[src/hdl/mcp_pkg.sv]
// ----------------------------------------------------------------------------
// Mesh classification projector package
// Widths, register indexes and shared types.
// ----------------------------------------------------------------------------
package mcp_pkg;

    localparam int ID_BITS    = 32;  // width of the held class id
    localparam int FIELD_ID_W = 32;  // width of the id fields on the ports
    localparam int DIM_W      = 2;
    localparam int CNT_W      = 2;
    localparam int CFG_IDX_W  = 1;
    localparam int CFG_DATA_W = 2;

    localparam logic [CFG_IDX_W-1:0] CFG_ENTITY_DIM = 1'd0;
    localparam logic [CFG_IDX_W-1:0] CFG_RELAXED    = 1'd1;

    typedef logic signed [ID_BITS-1:0]    t_id;
    typedef logic signed [FIELD_ID_W-1:0] t_field_id;
    typedef logic [DIM_W-1:0]             t_dim;
    typedef logic [CNT_W-1:0]             t_cnt;

    localparam t_id  ID_NONE   = '1;
    localparam t_cnt CNT_MAX   = '1;
    localparam t_cnt CNT_PAIR  = 2'd2;

    typedef struct packed {
        t_dim entity_dim;
        logic relaxed;
    } t_cfg;

    typedef struct packed {
        logic start_entity;
        logic neighbour_valid;
        logic last_item;
        t_dim own_dim;
        t_id  own_id;
        t_dim neighbour_dim;
        t_id  neighbour_id;
    } t_item;

    typedef struct packed {
        t_dim class_dim;
        t_id  best_id;
        t_cnt agree_cnt;
    } t_state;

    typedef struct packed {
        t_dim      dim;
        t_field_id id;
    } t_result;

endpackage

[src/hdl/mesh_classification_projector_core.sv]
// ----------------------------------------------------------------------------
// Mesh classification projector core
// Folds a mesh entity's own classification with those of its higher
// dimensional neighbours into one final model dimension and id.
// ----------------------------------------------------------------------------
// Usage:
// Requests arrive on the input channel (i_in_valid / o_in_stall), one per
// neighbour, framed by start_entity on the first request of an entity and
// last_item on its final request. A request is taken at a clock edge with
// i_in_valid high and o_in_stall low. The request with last_item set yields
// one result on the output channel (o_out_valid / i_out_stall); all others
// yield none.
// The edge that takes the last request loads the input register; once the
// result slot is free, an edge moves it through the update logic into the
// result register, which drives o_out_valid. Throughput is one request per
// cycle, set by the state update loop around the classification registers,
// unless a request with last_item waits on a stalled result.
// When the receiver stalls, the result register holds; a following request
// without last_item still moves on, and one with last_item waits in the input
// register, which raises o_in_stall until the result is taken.
// Reset clears both channels, the configuration and the held classification
// (dimension zero, id none, count zero). Configuration writes are taken on
// any cycle with i_cfg_we high and must happen only while the block is idle.
// ----------------------------------------------------------------------------
module mesh_classification_projector_core (
    input  logic                                     i_clk,
    input  logic                                     i_rst_n,
    // configuration
    input  logic                                     i_cfg_we,
    input  logic [mcp_pkg::CFG_IDX_W-1:0]            i_cfg_index,
    input  logic [mcp_pkg::CFG_DATA_W-1:0]           i_cfg_data,
    // request channel
    input  logic                                     i_in_valid,
    output logic                                     o_in_stall,
    input  logic                                     i_start_entity,
    input  logic                                     i_neighbour_valid,
    input  logic                                     i_last_item,
    input  logic [mcp_pkg::DIM_W-1:0]                i_own_dim,
    input  logic signed [mcp_pkg::FIELD_ID_W-1:0]    i_own_id,
    input  logic [mcp_pkg::DIM_W-1:0]                i_neighbour_dim,
    input  logic signed [mcp_pkg::FIELD_ID_W-1:0]    i_neighbour_id,
    // result channel
    output logic                                     o_out_valid,
    input  logic                                     i_out_stall,
    output logic [mcp_pkg::DIM_W-1:0]                o_result_dim,
    output logic signed [mcp_pkg::FIELD_ID_W-1:0]    o_result_id
);
    import mcp_pkg::*;

    t_cfg    r_cfg;
    logic    r_s1_valid;
    t_item   r_s1_item;
    t_state  r_state;
    logic    r_out_valid;
    t_result r_out;

    t_state  n_state;
    t_result n_result;
    logic    out_free;
    logic    s1_fire;
    logic    in_take;

    // Configuration registers.
    always_ff @(posedge i_clk) begin
        if (!i_rst_n) begin
            r_cfg <= '0;
        end else if (i_cfg_we) begin
            case (i_cfg_index)
                CFG_ENTITY_DIM: r_cfg.entity_dim <= i_cfg_data;
                CFG_RELAXED:    r_cfg.relaxed    <= i_cfg_data[0];
                default:        r_cfg            <= r_cfg;
            endcase
        end
    end

    // The result slot is free when empty or being drained this cycle.
    // Only a request that produces a result needs the slot to move on.
    assign out_free   = !r_out_valid || !i_out_stall;
    assign s1_fire    = r_s1_valid && (!r_s1_item.last_item || out_free);
    assign o_in_stall = r_s1_valid && !s1_fire;
    assign in_take    = i_in_valid && !o_in_stall;

    // Input register: ids are widened or cut to the held id width here.
    always_ff @(posedge i_clk) begin
        if (!i_rst_n) begin
            r_s1_valid <= 1'b0;
        end else if (!o_in_stall) begin
            r_s1_valid <= i_in_valid;
        end
    end

    always_ff @(posedge i_clk) begin
        if (in_take) begin
            r_s1_item.start_entity    <= i_start_entity;
            r_s1_item.neighbour_valid <= i_neighbour_valid;
            r_s1_item.last_item       <= i_last_item;
            r_s1_item.own_dim         <= i_own_dim;
            r_s1_item.own_id          <= ID_BITS'(i_own_id);
            r_s1_item.neighbour_dim   <= i_neighbour_dim;
            r_s1_item.neighbour_id    <= ID_BITS'(i_neighbour_id);
        end
    end

    mcp_update u_update (
        .i_cfg    (r_cfg),
        .i_state  (r_state),
        .i_item   (r_s1_item),
        .o_state  (n_state),
        .o_result (n_result)
    );

    // Running classification, updated once per request leaving the input stage.
    always_ff @(posedge i_clk) begin
        if (!i_rst_n) begin
            r_state.class_dim <= '0;
            r_state.best_id   <= ID_NONE;
            r_state.agree_cnt <= '0;
        end else if (s1_fire) begin
            r_state <= n_state;
        end
    end

    // Result register.
    always_ff @(posedge i_clk) begin
        if (!i_rst_n) begin
            r_out_valid <= 1'b0;
        end else if (s1_fire && r_s1_item.last_item) begin
            r_out_valid <= 1'b1;
        end else if (!i_out_stall) begin
            r_out_valid <= 1'b0;
        end
    end

    always_ff @(posedge i_clk) begin
        if (s1_fire && r_s1_item.last_item) begin
            r_out <= n_result;
        end
    end

    assign o_out_valid  = r_out_valid;
    assign o_result_dim = r_out.dim;
    assign o_result_id  = r_out.id;

endmodule

[src/hdl/mcp_update.sv]
// ----------------------------------------------------------------------------
// Mesh classification projector: item update
// Next classification state and final result for one request.
// ----------------------------------------------------------------------------
module mcp_update (
    input  mcp_pkg::t_cfg    i_cfg,
    input  mcp_pkg::t_state  i_state,
    input  mcp_pkg::t_item   i_item,
    output mcp_pkg::t_state  o_state,
    output mcp_pkg::t_result o_result
);
    import mcp_pkg::*;

    t_state     cur;
    t_state     nxt;
    logic       conflict;
    logic [2:0] ent_plus;
    logic [2:0] best_ext;
    logic       demote;

    function automatic t_cnt sat_inc(input t_cnt c);
        t_cnt r;
        r = (c == CNT_MAX) ? c : c + t_cnt'(1);
        return r;
    endfunction

    always_comb begin
        cur = i_state;
        if (i_item.start_entity) begin
            cur.class_dim = i_item.own_dim;
            cur.best_id   = i_item.own_id;
            cur.agree_cnt = '0;
        end

        conflict = (i_item.neighbour_id != cur.best_id) &&
                   (!i_cfg.relaxed || (i_item.neighbour_id != ID_NONE));

        nxt = cur;
        if (i_item.neighbour_valid) begin
            if (i_item.neighbour_dim < cur.class_dim) begin
                nxt.class_dim = i_item.neighbour_dim;
                nxt.best_id   = i_item.neighbour_id;
                nxt.agree_cnt = t_cnt'(1);
            end else if (i_item.neighbour_dim == cur.class_dim) begin
                if (!conflict) begin
                    nxt.agree_cnt = sat_inc(cur.agree_cnt);
                end else if (cur.best_id == ID_NONE) begin
                    nxt.best_id   = i_item.neighbour_id;
                    nxt.agree_cnt = sat_inc(cur.agree_cnt);
                end else begin
                    // A true conflict drops one dimension, never below zero.
                    nxt.class_dim = (cur.class_dim == '0) ? cur.class_dim
                                                          : cur.class_dim - t_dim'(1);
                    nxt.best_id   = ID_NONE;
                    nxt.agree_cnt = '0;
                end
            end
        end
    end

    // Final dimension test; it only shapes the result, not the state.
    always_comb begin
        ent_plus = {1'b0, i_cfg.entity_dim} + 3'd1;
        best_ext = {1'b0, nxt.class_dim};
        demote   = ((nxt.agree_cnt != CNT_PAIR) && (best_ext == ent_plus)) ||
                   ((nxt.agree_cnt < CNT_PAIR) && (best_ext > ent_plus));
        if (demote) begin
            o_result.dim = i_cfg.entity_dim;
            o_result.id  = FIELD_ID_W'(ID_NONE);
        end else begin
            o_result.dim = nxt.class_dim;
            o_result.id  = FIELD_ID_W'(nxt.best_id);
        end
    end

    assign o_state = nxt;

endmodule

[config.mk]
export PLATFORM = sky130hd
export DESIGN_NAME = mesh_classification_projector_core
export DESIGN_NICKNAME = d
export VERILOG_FILES = /design/src/hdl/mcp_pkg.sv /design/src/hdl/mesh_classification_projector_core.sv /design/src/hdl/mcp_update.sv
export SDC_FILE = /design/constraint.sdc
export NUM_CORES = 1
export LEC_CHECK = 0
export ABC_AREA = 1
export ABC_CLOCK_PERIOD_IN_PS = 4900
export BUFFER_PORTS_ARGS = -buffer_cell sky130_fd_sc_hd__buf_2
export CAP_MARGIN = 20
export CORE_UTILIZATION = 54
export CTS_BUF_LIST = sky130_fd_sc_hd__clkbuf_8
export DETAILED_ROUTE_END_ITERATION = 7
export GPL_TIMING_DRIVEN = 0
export PLACE_DENSITY_LB_ADDON = 0.25
export SYNTH_ARGS = -nofsm -noshare
export SYNTH_HDL_FRONTEND = slang
export SYNTH_SLANG_ARGS = --single-unit
[constraint.sdc]
create_clock -name i_clk -period 4.9 [get_ports i_clk]
set_input_delay 0.98 -clock i_clk [delete_from_list [all_inputs] [get_ports i_clk]]
set_output_delay 0.98 -clock i_clk [all_outputs]
set_load 0.02 [all_outputs]
==> results of run 1 <==
==> cells in the mapped netlist (all sizes together) <==
master	number	area share (%)
nor4	3	0.25
a21oi	92	6.1
nand3	87	5.8
o22ai	1	0.082
o211ai	1	0.099
ha	5	0.82
o31ai	2	0.20
clkbuf	24	1.2
a211o	1	0.12
nand2	390	19
nand4	7	0.58
nor2	42	2.1
clkinv	2	0.099
o21a	1	0.099
o21ai	49	3.2
inv	109	5.4
dfxtp	41	11
buf	19	1.7
nor3	8	0.53
edfxtp	105	42
==> area by class of cell <==
class,instances,area (um2)
fill,1208,4630
multi-input combinational,689,2990
timing repair buffer,117,638
sequential,146,3970
buffer,43,221
tap,176,220
clock buffer,17,234
clock inverter,15,130
inverter,111,417
==> flip-flops by register name, summed over array words and instances (netlist names) <==
register	flops
o_out_valid	1
o_result_dim	2
r_s1_item	71
r_cfg	3
r_state	36
o_result_id	32
r_s1_valid	1
==> cells in the final DEF, fill, tap and decap left out <==
cell type and count:
a211o_1 1, a21oi_1 92, buf_12 2, buf_16 1, buf_2 126, buf_4 2
buf_6 5, bufinv_16 2, clkbuf_1 24, clkbuf_8 17, clkinv_1 2, clkinv_2 6
clkinv_4 2, clkinvlp_4 1, dfxtp_1 41, edfxtp_1 105, ha_1 5, inv_1 109
inv_2 4, nand2_1 390, nand3_1 86, nand3_2 1, nand4_1 7, nor2_1 41
nor2_4 1, nor3_1 8, nor4_1 3, o211ai_1 1, o21a_1 1, o21ai_0 39
o21ai_1 10, o22ai_1 1, o31ai_1 2
==> how the worst max path moves through the flow <==
stage                             start         endpoint  cells after the start  slack, ns
final                     r_s1_item[70]  o_result_id[16]                     23       0.50
after global routing      r_s1_item[70]  o_result_id[20]                     23       0.15
after CTS                 r_s1_item[70]  o_result_id[15]                     23       0.49
after detailed placement  r_s1_item[70]  o_result_id[15]                     23       0.52
after global placement      i_out_stall    r_s1_item[19]                      4      -0.92
after floorplan             i_out_stall     r_s1_item[0]                      3       0.22
==> report_power, final <==
group	switching [mW]	internal (mW)
Clock	0.438	0.439
Combinational	0.399	0.181
Sequential	0.0433	1.41
Total	0.880	2.03
==> routing by layer <==
metal	part of all wire, %	GRT usage, %
met1	47	44.7
met2	41	41.6
met3	10	6.46
met4	2.8	12.0
met5	0	0
==> critical path, cell delays in order, from the launching register on <==
cell and delay, ns:
edfxtp_1 0.44, inv_2 0.12, buf_6 0.15, buf_4 0.20, nand2_1 0.06, nand2_1 0.09
inv_1 0.08, ha_1 0.29, a21oi_1 0.52, clkbuf_1 0.45, nor2_1 0.09, o21ai_0 0.08
nand2_1 0.06, o21ai_0 0.19, inv_1 0.10, ha_1 0.30, inv_1 0.08, a211o_1 0.09
o21ai_0 0.07, nand3_1 0.08, nand2_1 0.13, inv_2 0.13, buf_2 0.22, nand2_1 0.09
==> logic make-up after synthesis <==
group	after synthesis	share of synthesized area, %
adder cells (fa/ha/maj)	5	0.824
AO/OA/AOI/OAI	147	9.89
flip-flops	146	52.4
buffers and inverters	154	8.41
AND/OR/NAND/NOR	537	28.5
==> results.toml, run 1 <==
[clock_tree]
ctsResizeCount = 0
clockBufferDepth = 2
path_clk_slew_ns = 0.08
cts_tree = "done"
cts_root_buf = "clkbuf_8"
htree_levels = 4
clock-sinks = 146
numCtsBuffers = 17
hold_buffers = 0
cts_setup_buffers = 0
clock_latency_ns = 0.45

[floorplanning]
num_rows = 42
die-area_um2 = 14500
chipHeight_um = 121
io_pins = 115
fp.dieW_um = 121
core_area_um2 = 13500
initial_core_util_pct = 56.4

[timing]
finClkSkew_ns = 0.0106
max_slew_margin_pct = 59.1
setup_violations = 0
setup_ws_ns = 0.496
fin_crit_ns = 4.40
hold_viol = 0
tightest_slew_ns = 0.614
timing.fmax_ghz = 0.227
rsz0062_at_grt = "false"
hold_ws_ns = 0.485
final_max_slew_viol_count = 0
period_share_pct = 89.9
setup-tns-final_ns = 0

[synth]
synth_seq_area_share_pct = 52.4
ys_types = 25
synth-seq-cells = 146
netlist_area_um2 = 7590
avgSynthCellArea_um2 = 7.67
yosysWarnings = 0
synthCells = 989
syn-num-nets = 1073

[setup_path]
end_kind = "register"
rr_startpoint = "r_s1_item[70]"
worstReg2RegEnd = "o_result_id[16]"
crit_type = "reg -> reg"
worstPathArrival_ns = 4.61
path_max_fanout = 10
r2r_cells = 23
start_kind = "register"
crit_required_ns = 5.10
reg2reg_slack_ns = 0.50

[grt]
grt_usage_pct = 29.8
antenna_found_initial = 0
grt_pass1_vias = 6065
grt_pass1_wl_um = 31900
grt_max_degree = 38
grt_overflow = 0

[hold_path]
hold_class = "reg -> reg"
hold_depth = 2
min_from = "r_state[21]"
min_to = "r_state[21]"

[final_layout]
diodes = 0
post-route-util_pct = 65.6
areaGrowthSynthToFinish_pct = 16.2
nets = 1209
finalNonFillerCells = 1314
final_area_um2 = 8820
drive_above_1_share_pct = 14.9

[placed_design]
place_area_um2 = 8460
place_ws_ns = 0.524
dp_hpwl_um = 16300
port_buffers = 114
dp.cells = 1282
routabilityCongestion = 0.988

[drt]
route.detailed.drc = 0
avgViaCountPerCell = 5.28
vias = 6934
drtIter0Drc = 895
route.detailed.wl_per_inst_um = 15.8
finalWirelength_um = 20700
ant_nets = 0
firstDrtPassIters = 6

[pwr]
p_leak_nw = 4.20
powerDensity_nw_per_um2 = 330
ir_drop_uv = 276
power_mw = 2.91

[run_status]
status = "finished, final reports clean"

[run]
cap_violations = 0
Power figures use the tool's default switching activity.
==> inputs of run 2 (changes only) <==
--- a/config.mk
+++ b/config.mk
@@ -13,7 +13,9 @@
 export CTS_BUF_LIST = sky130_fd_sc_hd__clkbuf_8
 export DETAILED_ROUTE_END_ITERATION = 7
 export GPL_TIMING_DRIVEN = 0
-export PLACE_DENSITY_LB_ADDON = 0.25
+export MAX_ROUTING_LAYER = met4
+export PLACE_DENSITY = 0.89
+export SLEW_MARGIN = 20
 export SYNTH_ARGS = -nofsm -noshare
 export SYNTH_HDL_FRONTEND = slang
 export SYNTH_SLANG_ARGS = --single-unit
==> results.toml, run 2 (synthesis results as in run 1) <==
[clock_tree]
numCtsBuffers = 17
clock-sinks = 146
clockBufferDepth = 2
cts_root_buf = "clkbuf_8"
cts_tree = "done"
clock_latency_ns = 0.46
path_clk_slew_ns = 0.07
cts_setup_buffers = 0
hold_buffers = 0
htree_levels = 4
ctsResizeCount = 0

[drt]
vias = 6992
firstDrtPassIters = 5
finalWirelength_um = 21800
drtIter0Drc = 826
avgViaCountPerCell = 5.33
route.detailed.drc = 0
ant_nets = 0
route.detailed.wl_per_inst_um = 16.6

[placed_design]
dp.cells = 1281
dp_hpwl_um = 17100
routabilityCongestion = 1.03
port_buffers = 114

[floorplanning]
core_area_um2 = 13500
io_pins = 115
initial_core_util_pct = 56.4
fp.dieW_um = 121
chipHeight_um = 121
die-area_um2 = 14500
num_rows = 42

[setup_path]
end_kind = "register"
crit_chain = "inv_2 -> buf_6 -> buf_4 -> nand2_1 -> nand2_1 -> inv_1 -> ha_1 -> a21oi_2 -> clkbuf_1 -> nor2_1 -> o21ai_0 -> nand2_1 -> o21ai_0 -> inv_1 -> ha_1 -> inv_1 -> a211o_1 -> o21ai_0 -> nand3_1 -> nand2_1 -> inv_2 -> buf_2 -> nand2_1"
crit_type = "reg -> reg"
path_max_fanout = 10
crit_required_ns = 5.10
crit_path_top_delay_cell = "clkbuf_1"
worstPathArrival_ns = 4.50
critPathTopFamily = "buffers and inverters"
worst_path_most_repeated_cell = "nand2_1"
start_kind = "register"
path_buf_inv = 9
slowest_delay_ns = 0.47

[timing]
fin_crit_ns = 4.30
timing.fmax_ghz = 0.232
final_max_slew_viol_count = 0
hold_viol = 0
rsz0062_at_grt = "false"
tightest_slew_ns = 0.695
hold_ws_ns = 0.485
setup-tns-final_ns = 0
finClkSkew_ns = 0.00957
period_share_pct = 87.8
max_slew_margin_pct = 53.2
setup_violations = 0

[pwr]
powerDensity_nw_per_um2 = 344
ir_drop_uv = 216
power_mw = 3.05
p_leak_nw = 4.20

[final_layout]
drive_above_1_share_pct = 15.0
layout_common_cells = "nand2_1, buf_2, inv_1, edfxtp_1, a21oi_1"
post-route-util_pct = 65.8
layout_commonest_cell = "nand2_1"
multi_input_area_um2 = 2990
nets = 1208
regMostFlops = "r_s1_item"
fillCellCount = 1130
finalNonFillerCells = 1313
areaGrowthSynthToFinish_pct = 16.6
seqCellArea_um2 = 3970
diodes = 0
largest_reg_flops = 71

[grt]
grt_pass1_vias = 6218
grt_pass1_wl_um = 33300
grt_max_degree = 35
grt_overflow = 0
antenna_found_initial = 0
grt_usage_pct = 32.3

[run]
cap_violations = 0

[run_status]
status = "finished, final reports clean"

[hold_path]
hold_class = "reg -> reg"
run 2: per-layer routing:
| layer | global-route usage [%] | part of all wire [%] | vias up |
|---|---|---|---|
| li1 | - | - | 3492 |
| met1 | 44.4 | 44 | 3084 |
| met2 | 45.8 | 42 | 386 |
| met3 | 9.43 | 12 | 30 |
| met4 | 10.3 | 1.9 | 0 |
| met5 | - | 0 | - |
run 2: final cells by class:
type                            instances  share of cell area, %
Sequential cell                       146                   44.9
Multi-Input combinational cell        689                   33.8
Timing Repair Buffer                  116                   6.90
Inverter                              111                   4.71
Clock buffer                           18                   2.80
Buffer                                 43                   2.50
Tap cell                              176                   2.49
Clock inverter                         14                   1.94
run 2: tightest hold or removal path, delay by kind of cell (launching register included):
kind	cells	cell delay [ns]
flops	1	0.33
compound gates	2	0.12
run 2: power by group:
group / leakage [nW] / internal (mW) / total [mW] / switching (mW)
logic: 2.67 / 0.180 / 0.594 / 0.414
registers: 1.31 / 1.41 / 1.45 / 0.0435
clock network: 0.220 / 0.557 / 0.998 / 0.441
total: 4.20 / 2.15 / 3.05 / 0.899
run 2: per-stage QoR:
stage	instance area, um2	setup WS, ns
floorplan	7590	0.221
global placement	8380	-0.642
detailed placement	8430	0.507
CTS	8850	0.472
global route	8850	0.202
finish	8850	0.598
run 2: final timing paths:
kind,start,to,slack (ns),cells past startpoint
max reg2reg,r_s1_item[70],o_result_id[12],0.60,23
min reg2reg,r_state[21],r_state[21],0.48,2
min,r_state[21],r_state[21],0.48,2
max,r_s1_item[70],o_result_id[12],0.60,23
==> inputs of run 3 (changes only) <==
--- a/config.mk
+++ b/config.mk
@@ -6,15 +6,16 @@
 export NUM_CORES = 1
 export LEC_CHECK = 0
 export ABC_AREA = 1
-export ABC_CLOCK_PERIOD_IN_PS = 4900
+export ABC_CLOCK_PERIOD_IN_PS = 4250
 export BUFFER_PORTS_ARGS = -buffer_cell sky130_fd_sc_hd__buf_2
-export CAP_MARGIN = 20
-export CORE_UTILIZATION = 54
+export CAP_MARGIN = 30
+export CORE_MARGIN = 2
+export CORE_UTILIZATION = 59
 export CTS_BUF_LIST = sky130_fd_sc_hd__clkbuf_8
 export DETAILED_ROUTE_END_ITERATION = 7
 export GPL_TIMING_DRIVEN = 0
 export MAX_ROUTING_LAYER = met4
-export PLACE_DENSITY = 0.89
+export PLACE_DENSITY = 0.92
 export SLEW_MARGIN = 20
 export SYNTH_ARGS = -nofsm -noshare
 export SYNTH_HDL_FRONTEND = slang
==> constraint.sdc (replaced) <==
create_clock -name i_clk -period 4.25 [get_ports i_clk]
set_input_delay 0.85 -clock i_clk [delete_from_list [all_inputs] [get_ports i_clk]]
set_output_delay 0.85 -clock i_clk [all_outputs]
set_load 0.02 [all_outputs]
==> results.toml, run 3 (synthesis results as in run 1) <==
[grt]
grt_pass1_wl_um = 33300
antenna_found_initial = 0
grt_overflow = 0
grt_pass1_vias = 6454
grt_max_degree = 32
grt_usage_pct = 32.4

[drt]
firstDrtPassIters = 6
route.detailed.wl_per_inst_um = 16.3
drtIter0Drc = 1051
finalWirelength_um = 21400
ant_nets = 0
avgViaCountPerCell = 5.48
vias = 7190
route.detailed.drc = 0

[placed_design]
dp_hpwl_um = 16400
routabilityCongestion = 1.10
port_buffers = 114

[final_layout]
drive_above_1_share_pct = 15.4
largest_reg_flops = 71
regMostFlops = "r_s1_item"
seqCellArea_um2 = 3970
diodes = 0
layout_commonest_cell = "nand2_1"
multi_input_area_um2 = 3010
areaGrowthSynthToFinish_pct = 17.2
fillCellCount = 1050
layout_common_cells = "nand2_1, buf_2, inv_1, edfxtp_1, a21oi_1"
nets = 1210

[floorplanning]
fp.dieW_um = 117
die-area_um2 = 13800
num_rows = 41
chipHeight_um = 117
io_pins = 115
initial_core_util_pct = 60.4
core_area_um2 = 12600

[clock_tree]
cts_tree = "done"
cts_root_buf = "clkbuf_8"
path_clk_slew_ns = 0.07
hold_buffers = 0
clock-sinks = 146
clockBufferDepth = 2
htree_levels = 4
clock_latency_ns = 0.47
numCtsBuffers = 17

[timing]
finClkSkew_ns = 0.0127
setup_violations = 0
tightest_slew_ns = 0.565
rsz0062_at_grt = "false"
max_slew_margin_pct = 62.0
fin_crit_ns = 3.88
timing.fmax_ghz = 0.258
period_share_pct = 91.3
final_max_slew_viol_count = 0
setup-tns-final_ns = 0
hold_viol = 0

[setup_path]
path_max_fanout = 10
path_buf_inv = 6
worst_path_most_repeated_cell = "nand2_1"
start_kind = "register"
worstPathArrival_ns = 4.09
critPathTopFamily = "simple AND/OR/NAND/NOR gates"
crit_required_ns = 4.46
slowest_delay_ns = 0.44
crit_type = "reg -> reg"
end_kind = "register"
crit_path_top_delay_cell = "edfxtp_1"

[pwr]
power_mw = 3.53
ir_drop_uv = 252
powerDensity_nw_per_um2 = 397
p_leak_nw = 4.22

[run]
cap_violations = 0

[run_status]
status = "finished, final reports clean"

[hold_path]
hold_class = "reg -> reg"
==> run 3: changes by cell type in the layout (fill, tap and decap cells not counted), sizes merged <==
cell      previous run  this run
buf                135       137
clkbuf              42        41
clkinv               9         7
clkinvlp             1         2
inv                111       113
==> run 3: power breakdown <==
group	switching, mW	total, mW	internal (mW)	leakage, nW
clock network	0.530	1.17	0.635	0.216
registers	0.0498	1.68	1.63	1.31
logic	0.475	0.687	0.213	2.69
==> run 3: cell type report <==
class	count	area share, %
Buffer	43	2.53
Clock buffer	17	2.63
Clock inverter	15	2.15
Inverter	111	4.68
Multi-Input combinational cell	689	33.8
Sequential cell	146	44.7
Tap cell	172	2.42
Timing Repair Buffer	118	7.12
==> run 3: metal layers <==
layer  routed length, um  global-route usage (%)
met1                8890                    44.8
met2                9130                    46.6
met3                2670                    7.93
met4                 663                    12.3
met5                   0                       -
==> run 3: repair_timing <==
action | in CTS | in global routing
pin swaps | 0 | 1
buffers inserted | 0 | 1
resized for setup | 1 | 9
setup endpoints to repair | 30 | 34
==> run 3: stage by stage <==
step	util, %	cell area (um2)	hold slack [ns]	worst slack [ns]	cells
6_report	70.8	8900	0.479	0.370	1311
4_1_cts	70.6	8870	0.481	0.0648	1310
5_1_grt	70.8	8900	0.499	0.0638	1311
3_3_place_gp	66.7	8380	0.452	0.0351	1275
2_1_floorplan	-	7590	0.439	0.849	989
3_5_place_dp	67.1	8440	0.462	-0.0931	1278
==> run 3: worst paths after layout <==
check | start | end | slack, ns | cells past startpoint
setup / recovery | r_s1_item[70] | o_result_id[16] | 0.37 | 27
hold / removal | r_state[15] | r_state[15] | 0.48 | 2
setup reg to reg | r_s1_item[70] | o_result_id[16] | 0.37 | 27
hold reg to reg | r_state[15] | r_state[15] | 0.48 | 2
==> run 3: tightest hold or removal path, cell delays in order (launching register included) <==
cell     delay, ns
dfxtp_1       0.33
a21oi_1       0.06
o21ai_0       0.06
